`src/hw/rtl/svg_pkg.sv`:
```
`default_nettype none
package svg_pkg;

  // Configuration register indexes
  typedef enum logic [1:0] {
    CFG_RADIUS = 2'd0,
    CFG_RINGS  = 2'd1,
    CFG_SLICES = 2'd2
  } cfg_idx_e;

  localparam int unsigned QueueDepth = 4;
  localparam logic [8:0]  MinRings   = 9'd2;
  localparam logic [8:0]  MinSlices  = 9'd3;

  // Q30 constants
  localparam logic [30:0] OneQ30   = 31'h4000_0000;
  localparam logic [32:0] TwoPiQ30 = 33'd6746518852;

  // Reciprocals for exact floor division of values below 2^31
  localparam int unsigned RecK42 = 37;
  localparam logic [31:0] RecM42 = 32'(((64'd1 << 37) + 64'd41) / 64'd42);
  localparam int unsigned RecK56 = 37;
  localparam logic [31:0] RecM56 = 32'(((64'd1 << 37) + 64'd55) / 64'd56);
  localparam int unsigned RecK20 = 36;
  localparam logic [31:0] RecM20 = 32'(((64'd1 << 36) + 64'd19) / 64'd20);
  localparam int unsigned RecK30 = 36;
  localparam logic [31:0] RecM30 = 32'(((64'd1 << 36) + 64'd29) / 64'd30);
  localparam int unsigned RecK6  = 34;
  localparam logic [31:0] RecM6  = 32'(((64'd1 << 34) + 64'd5) / 64'd6);
  localparam int unsigned RecK12 = 35;
  localparam logic [31:0] RecM12 = 32'(((64'd1 << 35) + 64'd11) / 64'd12);

  // Classified vertex request
  typedef struct packed {
    logic [8:0] lat;
    logic [8:0] lon;
    logic [8:0] rings;
    logic [8:0] slices;
    logic       err;
  } item_t;

  // Sine and cosine as sign and Q30 magnitude
  typedef struct packed {
    logic        s_neg;
    logic [30:0] s_mag;
    logic        c_neg;
    logic [30:0] c_mag;
  } sc_t;

  // Q60 product to Q30, round half up
  function automatic logic [30:0] rnd30(input logic [61:0] p);
    logic [61:0] sum;
    sum = p + (62'd1 << 29);
    return sum[60:30];
  endfunction

  // Signed Q30 to Q1.15, round half away from zero, saturate
  function automatic logic [15:0] to_q15(input logic neg, input logic [30:0] mag);
    logic [31:0] sum;
    logic [16:0] r;
    sum = {1'b0, mag} + 32'd16384;
    r   = sum[31:15];
    if (neg) begin
      return 16'(~r + 17'd1);
    end else if (r > 17'd32767) begin
      return 16'h7fff;
    end else begin
      return r[15:0];
    end
  endfunction

endpackage
`default_nettype wire

```
`src/hw/rtl/svg_front.sv`:
```
`default_nettype none
module svg_front #(
  parameter int MAX_RINGS  = 256,
  parameter int MAX_SLICES = 256
) (
  input  wire logic          clk_i,
  input  wire logic          rst_ni,
  input  wire logic          in_valid_i,
  output logic               in_stall_o,
  input  wire logic [8:0]    lat_index_i,
  input  wire logic [8:0]    lon_index_i,
  input  wire logic [8:0]    ring_count_i,
  input  wire logic [8:0]    slice_count_i,
  input  wire logic          full_i,
  output logic               push_o,
  output svg_pkg::item_t     item_o
);

  localparam logic [8:0] RingCap  = (MAX_RINGS > 511) ? 9'd511 : 9'(MAX_RINGS);
  localparam logic [8:0] SliceCap = (MAX_SLICES > 511) ? 9'd511 : 9'(MAX_SLICES);

  logic           valid_q;
  logic           valid_d;
  svg_pkg::item_t item_q;
  svg_pkg::item_t item_d;

  // Clamp counts and flag out-of-range indexes
  always_comb begin
    item_d.lat = lat_index_i;
    item_d.lon = lon_index_i;
    if (ring_count_i < svg_pkg::MinRings) begin
      item_d.rings = svg_pkg::MinRings;
    end else if (ring_count_i > RingCap) begin
      item_d.rings = RingCap;
    end else begin
      item_d.rings = ring_count_i;
    end
    if (slice_count_i < svg_pkg::MinSlices) begin
      item_d.slices = svg_pkg::MinSlices;
    end else if (slice_count_i > SliceCap) begin
      item_d.slices = SliceCap;
    end else begin
      item_d.slices = slice_count_i;
    end
    item_d.err = (lat_index_i > item_d.rings) || (lon_index_i > item_d.slices);
  end

  // Holding stage in front of the queue
  assign in_stall_o = valid_q && full_i;
  assign push_o     = valid_q && !full_i;
  assign valid_d    = in_stall_o ? valid_q : in_valid_i;
  assign item_o     = item_q;

  always_ff @(posedge clk_i or negedge rst_ni) begin
    if (!rst_ni) begin
      valid_q <= 1'b0;
    end else begin
      valid_q <= valid_d;
    end
  end

  always_ff @(posedge clk_i) begin
    if (!in_stall_o) begin
      item_q <= item_d;
    end
  end

endmodule
`default_nettype wire

```
`config.mk`:
```
export PLATFORM = sky130hd
export DESIGN_NAME = svg_front
export DESIGN_NICKNAME = d
export VERILOG_FILES = /design/src/hw/rtl/svg_pkg.sv /design/src/hw/rtl/svg_front.sv
export SDC_FILE = /design/constraint.sdc
export NUM_CORES = 1
export LEC_CHECK = 0
export BUFFER_PORTS_ARGS = -buffer_cell sky130_fd_sc_hd__buf_2
export CAP_MARGIN = 15
export CORE_MARGIN = 8
export CORE_UTILIZATION = 41
export CTS_BUF_LIST = sky130_fd_sc_hd__clkbuf_16
export DETAILED_ROUTE_END_ITERATION = 16
export GPL_TIMING_DRIVEN = 1
export HOLD_SLACK_MARGIN = 0.12
export PLACE_DENSITY_LB_ADDON = 0.15
export SLEW_MARGIN = 20
export SYNTH_ARGS = -nofsm -noshare
export SYNTH_HDL_FRONTEND = slang
export SYNTH_SLANG_ARGS = --single-unit
```
`constraint.sdc`:
```
create_clock -name clk_i -period 3.84 [get_ports clk_i]
set_input_delay 0.384 -clock clk_i [delete_from_list [all_inputs] [get_ports clk_i]]
set_output_delay 0.384 -clock clk_i [all_outputs]
set_load 0.02 [all_outputs]
```
* Word level (Yosys, flattened, before mapping)
Cells that the tools add are included.
Operators by class: add/subtract/negate cells 0, $mul 0, div/mod/pow operators 0, $lt $le $gt $ge 6, equal/unequal tests 0, shifts and indexed selects 0, mux-type cells 4, bitwise logic cells 0, reduce and logical (&&, ||, !) cells 4
Operators with widths (count):
- 9-bit 2-to-1 mux | 4
- 9-bit greater-than comparator | 2
- 9-bit greater-than comparator, second input constant | 2
- 9-bit by 2-bit less-than comparator with 1-bit output, second input constant | 2
- 1-bit logical AND | 2
- 1-bit logical NOT | 1
- 1-bit logical OR | 1
Word-level totals: bits in registers 38, latch bits 0, RAM bits 0, memory bits (read-only) 0, bits of input ports 40, output and inout port bits 39, logic and storage cells 20, memories 0

* Depth between registers and ports, before layout
word-level depth 5, mapped depth 8, gate-level depth less buffers 8

* Least setup slack after synthesis
No wires, ideal clock.
path type input -> register, start point input port ring_count_i[1], end point register item_q (netlist bit item_o[0]) (data pin), library setup time 0.275 ns, data arrival time 2.217 ns, data required time 3.565 ns, slack 1.348 ns, stages 8, path buffers 0, cells stage by stage or4_4 > nor4_4 > o21ai_2 > ha_1 > and4_1 > nor3b_1 > a2111oi_0 > o22ai_1
RTL lines:
- start, declared | line svg_front.sv:12 | input wire logic [8:0] ring_count_i,
- end signal, assigned | line svg_front.sv:64 | item_q <= item_d;
- end, declared | line svg_front.sv:24 | svg_pkg::item_t item_q;

==> results by group <==
CTS
  • CTS Root Cell: clkbuf_16
  • Clock Latency Late Sink: 0.27 ns
  • Clock sink total: 38
  • CTS Hold Bufs: 1
  • Clock Pin Slew Worst Setup and Hold Paths: 0.05 ns
  • Post-CTS sizing: 0
  • Post-CTS Setup Bufs: 0
  • CTS tree: yes
  • Max Buffers Root-to-Sink: 2
  • H-tree lvl count: 2
  • CTS Buf Count: 5

Timing
  • Final Setup Violations: 0
  • Measured slew at the worst slew-check pin: 0.784 ns
  • Final WS setup: 1.34 ns
  • Final hold slack: 0.301 ns
  • Worst Skew: 0.00349 ns
  • Final setup TNS: 0 ns
  • Max-slew violation count: 0
  • Endpoints failing hold: 0
  • Slew headroom: 0.476
  • Fmax: 400 MHz
  • Fin crit period: 2.50 ns
  • RSZ-0062 raised after global routing: no
  • Final Cycle Share: 0.651

Global route
  • Total grt overflow: 0
  • Initial antenna violation count: 0
  • Gr usage total: 0.120
  • First-pass GRT wire length: 6050 um
  • Largest net degree at the start of global routing: 21
  • Number of global-route vias before repair: 1367

Routing
  • Vias per cell: 4.85
  • Drt pass-1 iters: 4
  • Via count: 1275
  • Total Wirelength: 3890 um
  • Wire per inst: 14.8 um
  • Routed Antenna Nets: 0
  • DRC: 0
  • Drt initial violations: 117

Min path
  • Worst Min Path Start: in_valid_i
  • Hold Crit Class: input port to register

Critical path
  • Worst EP arrival: 2.49 ns
  • Worst-path cell chain: buf_2 > or4_4 > nor4_4 > o21ai_2 > ha_1 > and4_1 > nor3b_1 > a2111oi_0 > o22ai_1
  • Setup crit start kind: input port
  • Crit-path leading delay family: simple AND/OR/NAND/NOR gates
  • Max incr delay on CP: 0.54 ns
  • CP max FO: 2
  • Crit Path Category: input port to register
  • Crit. Startpoint: ring_count_i[1]
  • Worst path slowest cell: or4_4
  • Worst r2r src: valid_q$_DFFE_PN0N_
  • CP required: 3.84 ns
  • Worst Setup End Kind: register
  • Worst Path Buf+Inv: 1

Yosys
  • Synth top area cells: edfxtp_1 64%, ha_1 13%, inv_1 4.1%
  • Area share of the largest cell type after synthesis: 0.639
  • Simple-gate share of the synthesized area: 0.0965
  • Compound-Gate Fraction of Synth Area: 0.0706
  • Post-Synth XOR/XNOR Area: 0
  • Yosys warns: 0
  • Post-synthesis mux area share: 0
  • FFs w/ async S/R, synth: 0.0263
  • Synth area leader: edfxtp_1
  • Synth top cells by count: 37 x edfxtp_1, 19 x inv_1, 18 x ha_1
  • Adder-cell share of the synthesized area: 0.130
  • Yosys reg bits: 38
  • Seq/Total Area, Yosys: 0.654
  • Post-synth EDFFs: 37
  • Main combinational cell family by area after synthesis: adder cells
  • Post-synthesis cell type count: 25
  • Synthesized instance count: 128
  • Mean Syn Cell Area: 13.6 um^2
  • Synthesized cell area: 0.00174 mm^2
  • Synth Net Count: 186
  • Most common cell in the netlist: edfxtp_1
  • Main synth FF type: edfxtp_1

Power
  • Tot Pwr: 1.03 mW
  • Pleak: 1.18 nW
  • Pwr per Cell Area: 442 mW/mm^2
  • Peak supply drop: 0.216 mV

Finish
  • Nets: 271
  • Filler cell count: 369
  • Final non-filler cell area: 0.00233 mm^2
  • Layout cell share with drive strength beyond 1: 0.413
  • Area Overhead vs Synth: 34.3%
  • Antenna cells: 0
  • Final core occ: 0.579
  • Fin cells: 263

Placed design
  • DP Area: 0.00219 mm^2
  • Gpl congestion: 0.854
  • Post-Place Worst Slack: 1.07 ns
  • Cells after DPL: 255
  • DPL Wire Length: 3280 um
  • Buffers on Ports: 78

Outcome
  • Outcome: finished, final reports clean

Die
  • I/O pin total: 79
  • Initial Util: 0.431
  • Num rows: 23
  • Total core area: 0.00403 mm^2
  • Die Footprint: 0.00658 mm^2
  • Die Width: 81.1 um
  • Die Y-Extent: 81.1 um

Run
  • Max cap viols: 0
-- cell families after synthesis --
| kind of cell | Yosys count |
|---|---|
| flops | 38 |
| simple gates | 30 |
| buf+inv | 23 |
| compound gates | 19 |
| fa+ha+maj | 18 |
-- final timing paths --
path                                        endpoint  slack (ns)  cells past startpoint
worst max-delay path             item_o[0]$_DFFE_PN_        1.34                      9
worst min-delay path             valid_q$_DFFE_PN0N_        0.30                      2
worst max register to register  item_o[35]$_DFFE_PN_        2.16                      2
worst min register to register   item_o[4]$_DFFE_PN_        1.14                      1
max in group asynchronous        valid_q$_DFFE_PN0N_        3.34                      2
min in group asynchronous        valid_q$_DFFE_PN0N_        0.42                      2
-- layer usage --
layer  wire length, um  global-route usage
met2              1990               0.216
met1              1440               0.117
met4                39              0.0429
met5                 0                   0
met3               415              0.0563
-- cells in the final DEF (no fill, tap or decap), types with 5 or more instances in the layout --
master,count
buf_2,78
edfxtp_1,37
inv_1,21
ha_1,18
nand2_1,17
a21oi_1,7
a21o_1,5
clkbuf_16,5
-- layout make-up --
type,count,area [um^2],share of cell area
well taps,50,62.6,0.0268
flip-flops and latches,38,1140,0.487
clock buffers,5,125,0.0536
repair buffers,80,408,0.175
inverters,21,78.8,0.0338
clock inverters,2,7.51,0.00322
multi-input cells,67,515,0.221
-- flip-flops by register name, summed over array words and instances, names as in the netlist --
name,cells
valid_q,1
item_o,37
-- power breakdown --
part / switching, mW / total [mW] / leakage [nW] / internal, mW
sequential: 0.00686 / 0.500 / 0.391 / 0.493
combinational: 0.106 / 0.167 / 0.714 / 0.0612
clock: 0.133 / 0.364 / 0.0723 / 0.231
total: 0.246 / 1.03 / 1.18 / 0.786
Note: power is estimated with default switching activity, not from simulation.
