[config.mk]
export PLATFORM = sky130hd
export DESIGN_NAME = svg_queue
export DESIGN_NICKNAME = d
export VERILOG_FILES = /design/src/hw/rtl/svg_pkg.sv /design/src/hw/rtl/svg_queue.sv
export SDC_FILE = /design/constraint.sdc
export NUM_CORES = 1
export LEC_CHECK = 0
export BUFFER_PORTS_ARGS = -buffer_cell sky130_fd_sc_hd__buf_4
export CAP_MARGIN = 20
export CORE_MARGIN = 2
export CORE_UTILIZATION = 55
export DETAILED_ROUTE_END_ITERATION = 8
export HOLD_SLACK_MARGIN = 0.12
export PLACE_DENSITY = 0.75
export SYNTH_ARGS = -nofsm -noshare
export SYNTH_HDL_FRONTEND = slang
export SYNTH_SLANG_ARGS = --single-unit
[constraint.sdc]
create_clock -name clk_i -period 6 [get_ports clk_i]
set_input_delay 1.8 -clock clk_i [delete_from_list [all_inputs] [get_ports clk_i]]
set_output_delay 1.8 -clock clk_i [all_outputs]
set_load 0.01 [all_outputs]
[src/hw/rtl/svg_pkg.sv]
`default_nettype none
package svg_pkg;

  // Configuration register indexes
  typedef enum logic [1:0] {
    CFG_RADIUS = 2'd0,
    CFG_RINGS  = 2'd1,
    CFG_SLICES = 2'd2
  } cfg_idx_e;

  localparam int unsigned QueueDepth = 4;
  localparam logic [8:0]  MinRings   = 9'd2;
  localparam logic [8:0]  MinSlices  = 9'd3;

  // Q30 constants
  localparam logic [30:0] OneQ30   = 31'h4000_0000;
  localparam logic [32:0] TwoPiQ30 = 33'd6746518852;

  // Reciprocals for exact floor division of values below 2^31
  localparam int unsigned RecK42 = 37;
  localparam logic [31:0] RecM42 = 32'(((64'd1 << 37) + 64'd41) / 64'd42);
  localparam int unsigned RecK56 = 37;
  localparam logic [31:0] RecM56 = 32'(((64'd1 << 37) + 64'd55) / 64'd56);
  localparam int unsigned RecK20 = 36;
  localparam logic [31:0] RecM20 = 32'(((64'd1 << 36) + 64'd19) / 64'd20);
  localparam int unsigned RecK30 = 36;
  localparam logic [31:0] RecM30 = 32'(((64'd1 << 36) + 64'd29) / 64'd30);
  localparam int unsigned RecK6  = 34;
  localparam logic [31:0] RecM6  = 32'(((64'd1 << 34) + 64'd5) / 64'd6);
  localparam int unsigned RecK12 = 35;
  localparam logic [31:0] RecM12 = 32'(((64'd1 << 35) + 64'd11) / 64'd12);

  // Classified vertex request
  typedef struct packed {
    logic [8:0] lat;
    logic [8:0] lon;
    logic [8:0] rings;
    logic [8:0] slices;
    logic       err;
  } item_t;

  // Sine and cosine as sign and Q30 magnitude
  typedef struct packed {
    logic        s_neg;
    logic [30:0] s_mag;
    logic        c_neg;
    logic [30:0] c_mag;
  } sc_t;

  // Q60 product to Q30, round half up
  function automatic logic [30:0] rnd30(input logic [61:0] p);
    logic [61:0] sum;
    sum = p + (62'd1 << 29);
    return sum[60:30];
  endfunction

  // Signed Q30 to Q1.15, round half away from zero, saturate
  function automatic logic [15:0] to_q15(input logic neg, input logic [30:0] mag);
    logic [31:0] sum;
    logic [16:0] r;
    sum = {1'b0, mag} + 32'd16384;
    r   = sum[31:15];
    if (neg) begin
      return 16'(~r + 17'd1);
    end else if (r > 17'd32767) begin
      return 16'h7fff;
    end else begin
      return r[15:0];
    end
  endfunction

endpackage
`default_nettype wire

[src/hw/rtl/svg_queue.sv]
`default_nettype none
module svg_queue (
  input  wire logic           clk_i,
  input  wire logic           rst_ni,
  input  wire logic           push_i,
  input  wire svg_pkg::item_t item_i,
  output logic                full_o,
  input  wire logic           pop_i,
  output logic                empty_o,
  output svg_pkg::item_t      item_o
);

  svg_pkg::item_t mem_q [svg_pkg::QueueDepth];
  logic [1:0] wr_ptr_q, wr_ptr_d;
  logic [1:0] rd_ptr_q, rd_ptr_d;
  logic [2:0] cnt_q, cnt_d;

  assign full_o  = (cnt_q == 3'(svg_pkg::QueueDepth));
  assign empty_o = (cnt_q == 3'd0);
  assign item_o  = mem_q[rd_ptr_q];

  // Pointer and fill count update
  always_comb begin
    wr_ptr_d = push_i ? wr_ptr_q + 2'd1 : wr_ptr_q;
    rd_ptr_d = pop_i ? rd_ptr_q + 2'd1 : rd_ptr_q;
    cnt_d    = cnt_q + 3'(push_i) - 3'(pop_i);
  end

  always_ff @(posedge clk_i or negedge rst_ni) begin
    if (!rst_ni) begin
      wr_ptr_q <= 2'd0;
      rd_ptr_q <= 2'd0;
      cnt_q    <= 3'd0;
    end else begin
      wr_ptr_q <= wr_ptr_d;
      rd_ptr_q <= rd_ptr_d;
      cnt_q    <= cnt_d;
    end
  end

  always_ff @(posedge clk_i) begin
    if (push_i) begin
      mem_q[wr_ptr_q] <= item_i;
    end
  end

endmodule
`default_nettype wire

Yosys cells after proc, flatten, opt, wreduce, memory -nomap -nowiden
Memories as Yosys holds them, arrays and structs flattened. Cells that the tools add are included. Widths: inputs -> output; s select.

Memories kept: 1. Word-level logic and storage cells: 12. Register bits: 7. Output and inout port bits: 39. RAM bits: 148.

Add/sub/neg operators: 4. Reduce and logical (&&, ||, !) cells: 1. Equality and inequality tests: 1. Multiplexer cells: 2.

Memory list: mem_q (words 4, bits a word 37, read ports 1, clocked after memory_dff 0, write ports 1, RTL line svg_queue.sv:13) `svg_pkg::item_t mem_q [svg_pkg::QueueDepth];`.

Operators with widths (number): $add 2x1->2 const B (2); $add 3x1->3 (1); $eq 3x3->1 const B (1); $logic_not 3->1 (1); $sub 3x1->3 (1); $mux 1 (2).

Longest topological paths before layout
Depth after elaboration: 2. Depth in mapped cells: 6.

Worst setup path before layout
No wires, ideal clock.

Kind: input -> register. Start point: input port push_i. End point: memory mem_q[1][0] in the netlist's numbering (enable). Stages: 1. Slack: 2.896 ns. Arrival time: 2.706 ns. Data required time: 5.602 ns. Buffers on the path: 0. Path through: and2_1.

Cells in the longest elaborated chain, start to end: 2.

RTL lines: start: declaration (RTL line svg_queue.sv:5) `input wire logic push_i,`; $mux 1 (RTL line svg_queue.sv:42) `if (push_i) begin`; $mux 1 (implied by the code) (RTL line svg_queue.sv:43) `mem_q[wr_ptr_q] <= item_i;`; end: declaration (RTL line svg_queue.sv:13).

No other way between the ends.

==> flow_summary.json <==
{
  "outcome": "complete, no violations",
  "nNetsFinal": 366,
  "cts_resized": 0,
  "antenna_left": 0,
  "whs_ns": 0.535,
  "reg2reg_slack_ns": 4.10,
  "powerDensity_nw_per_um2": 508,
  "die_w_um": 106,
  "grt_antenna_before_repair": 0,
  "worstHoldPathType": "register to register",
  "synth-warning-count": 0,
  "postLayoutCellArea_um2": 7060,
  "finalSetupTns_ns": 0,
  "gr-total-overflow": 0,
  "cpPeakStageDelay_ns": 0.97,
  "die-area_um2": 11200,
  "port_buffers": 79,
  "io_pins": 80,
  "grt_pass1_vias": 2732,
  "synthesis.area_um2": 5720,
  "synthToLayoutAreaGrowth_pct": 23.4,
  "use_met3": 0.0595,
  "clockBufferDepth": 2,
  "gr-max-usage-layer": "met2",
  "drive_above_1_share": 0.455,
  "pwr-share-seq": 0.443,
  "syn_inst": 227,
  "required_ns": 4.20,
  "rows": 37,
  "place_congestion": 0.730,
  "synth_cell_types": 17,
  "syn_avg_cell_area_um2": 25.2,
  "vdd_drop_max_mv": 0.250,
  "setup-violations-final": 0,
  "path_cells": "buf_4, mux4_2, buf_4",
  "p_int_mw": 2.65,
  "cts_hold_buf": 0,
  "path_depth": 3,
  "swShare": 0.261,
  "insertion_delay_ns": 0.51,
  "cts_buffers": 17,
  "power_mw": 3.58,
  "power_frac_comb": 0.253,
  "finalHoldViolCount": 0,
  "reg2reg_depth": 3,
  "fill_cells": 633,
  "slowest_stage": "dfrtp_2",
  "synth_area_leaders": "edfxtp_1 78%, mux4_2 15%, dfrtp_1 3.1%",
  "post-route-period-util": 0.731,
  "placed_area_um2": 6440,
  "viasPerCell": 5.47,
  "ys_seq_area_frac": 0.808,
  "grtUsageMet2": 0.281,
  "max_slew_margin": 0.310,
  "rsz0062_at_grt": "no",
  "yosysTopAreaCell": "edfxtp_1",
  "start_util": 0.559,
  "diodes": 0,
  "synth_top_area_frac": 0.777,
  "cts_sinks": 155,
  "drt_iter0_drc": 189,
  "crit_path_end_kind": "output pin",
  "postCtsSetupRepairBufs": 0,
  "cts_tree": "done",
  "die_y_um": 106,
  "cp.arrival_ns": 2.59,
  "pwr-share-clk": 0.305,
  "track_usage": 0.186,
  "p_leak_nw": 2.48,
  "dp_hpwl_um": 5410,
  "crit_family": "flip-flops",
  "tightest_slew_ns": 1.03,
  "grtUsageMet1": 0.260,
  "cp_common_cell": "buf_4",
  "core_um2": 10200,
  "syn_nets": 275,
  "avgRoutedWirePerCell_um": 20.1,
  "p_sw_uw": 935,
  "hold_depth": 1,
  "maxCapViolations": 0,
  "first_pass_iters": 4,
  "grt_max_degree": 39,
  "drc_errors": 0,
  "path_clk_slew_ns": 0.06,
  "synth-seq-cells": 155,
  "wirelength_um": 9370,
  "htreeDepth": 4,
  "fin_crit_ns": 4.39,
  "cts_root_buf": "clkbuf_8",
  "worstSetupStartpointType": "register",
  "max_freq_mhz": 228,
  "path_class": "register to output pin",
  "via_count": 2547,
  "path_buf_inv": 2,
  "crit_fanout": 27,
  "slew_violations": 0,
  "grt_pass1_wl_um": 15000,
  "finalClockSkew_ns": 0.00488
}
==> metal layers <==
layer / vias to the layer above / wire [um] / share of wire
li1: 1130 / - / -
met1: 1327 / 4110 / 0.44
met2: 81 / 4590 / 0.49
met3: 9 / 567 / 0.061
met4: 0 / 109 / 0.012
met5: - / 0 / 0
==> metrics by stage <==
stage,utilization,worst slack [ns],std cells
2_1_floorplan,-,2.90,227
3_3_place_gp,0.630,2.08,435
3_5_place_dp,0.630,2.08,435
4_1_cts,0.690,1.51,466
5_1_grt,0.690,1.38,466
6_report,0.690,1.61,466
==> cell type report <==
class                      instances  area, um^2  area share
tap                              136         170      0.0241
sequential                       155        4620       0.655
clock buffer                      17         414      0.0587
inverter                           6        22.5     0.00319
timing repair buffer              80         601      0.0851
multi-input combinational         58        1030       0.145
clock inverter                    14         201      0.0285
==> worst reg2reg max path, stage by stage, from the launching register on <==
cell and delay (ns):
dfrtp_1 0.42, inv_1 0.11, ha_1 0.14, and2_2 0.81
==> power by group through the flow <==
stage / clock network (mW) / logic, mW / registers (mW)
final: 1.09 / 0.905 / 1.59
after global placement: 0 / 0.908 / 1.60
after CTS: 1.11 / 0.926 / 1.60
after floorplan: 0 / 0.646 / 1.48
after detailed placement: 0 / 0.919 / 1.61
after global routing: 1.16 / 0.984 / 1.62
==> flip-flops by register name, indices dropped and copies added, names as in the netlist <==
signal    flops
cnt_q         3
wr_ptr_q      2
mem_q       148
rd_ptr_q      2
==> cell families (layout without fill, tap and decap cells) <==
logic type | Yosys count | after routing | share of synthesized area
mux | 37 | 37 | 0.146
simple gates | 8 | 8 | 0.00766
xor+xnor | 5 | 5 | 0.00766
flops | 155 | 155 | 0.808
fa+ha+maj | 7 | 7 | 0.0166
buf+inv | 14 | 117 | 0.0138
compound gates | 1 | 1 | 0.000874
==> placed cells by master, fill, tap and decap left out <==
cell type   netlist  layout
xnor2_1           2       2
inv_6             0       1
clkbuf_8          0       1
nor3_1            1       1
xor2_1            3       3
inv_1             6       6
clkbuf_16         0      16
and2_2            0       4
o21ai_0           1       1
clkinvlp_4        0       3
mux4_2           37      37
bufinv_16         0       5
clkinv_2          0       1
clkinv_1          0       4
fa_1              1       1
ha_1              6       6
buf_4             2      80
dfrtp_2           0       2
edfxtp_1        148     148
nand2_1           2       2
and3_1            1       1
dfrtp_1           7       5
==> synth_stat cells <==
library cell,number
nor3_1,1
mux4_2,37
xor2_1,3
nand2_1,2
o21ai_0,1
and3_1,1
buf_4,2
ha_1,6
buf_6,2
edfxtp_1,148
and2_1,4
buf_2,3
fa_1,1
dfrtp_1,7
clkbuf_1,1
inv_1,6
xnor2_1,2
==> path summary, 6_finish.rpt <==
| check | start | endpoint |
|---|---|---|
| worst max-delay path | rd_ptr_q[0]$_DFFE_PN0P_ | item_o[11] |
| max in group asynchronous | rst_ni | rd_ptr_q[1]$_DFFE_PN0P_ |
| worst max register to register | wr_ptr_q[0]$_DFFE_PN0P_ | mem_q[2][22]$_DFFE_PP_ |
| min in group asynchronous | rst_ni | cnt_q[2]$_DFF_PN0_ |
| worst min register to register | wr_ptr_q[0]$_DFFE_PN0P_ | wr_ptr_q[0]$_DFFE_PN0P_ |
| worst min-delay path | wr_ptr_q[0]$_DFFE_PN0P_ | wr_ptr_q[0]$_DFFE_PN0P_ |
(Power assumes the default switching activity.)
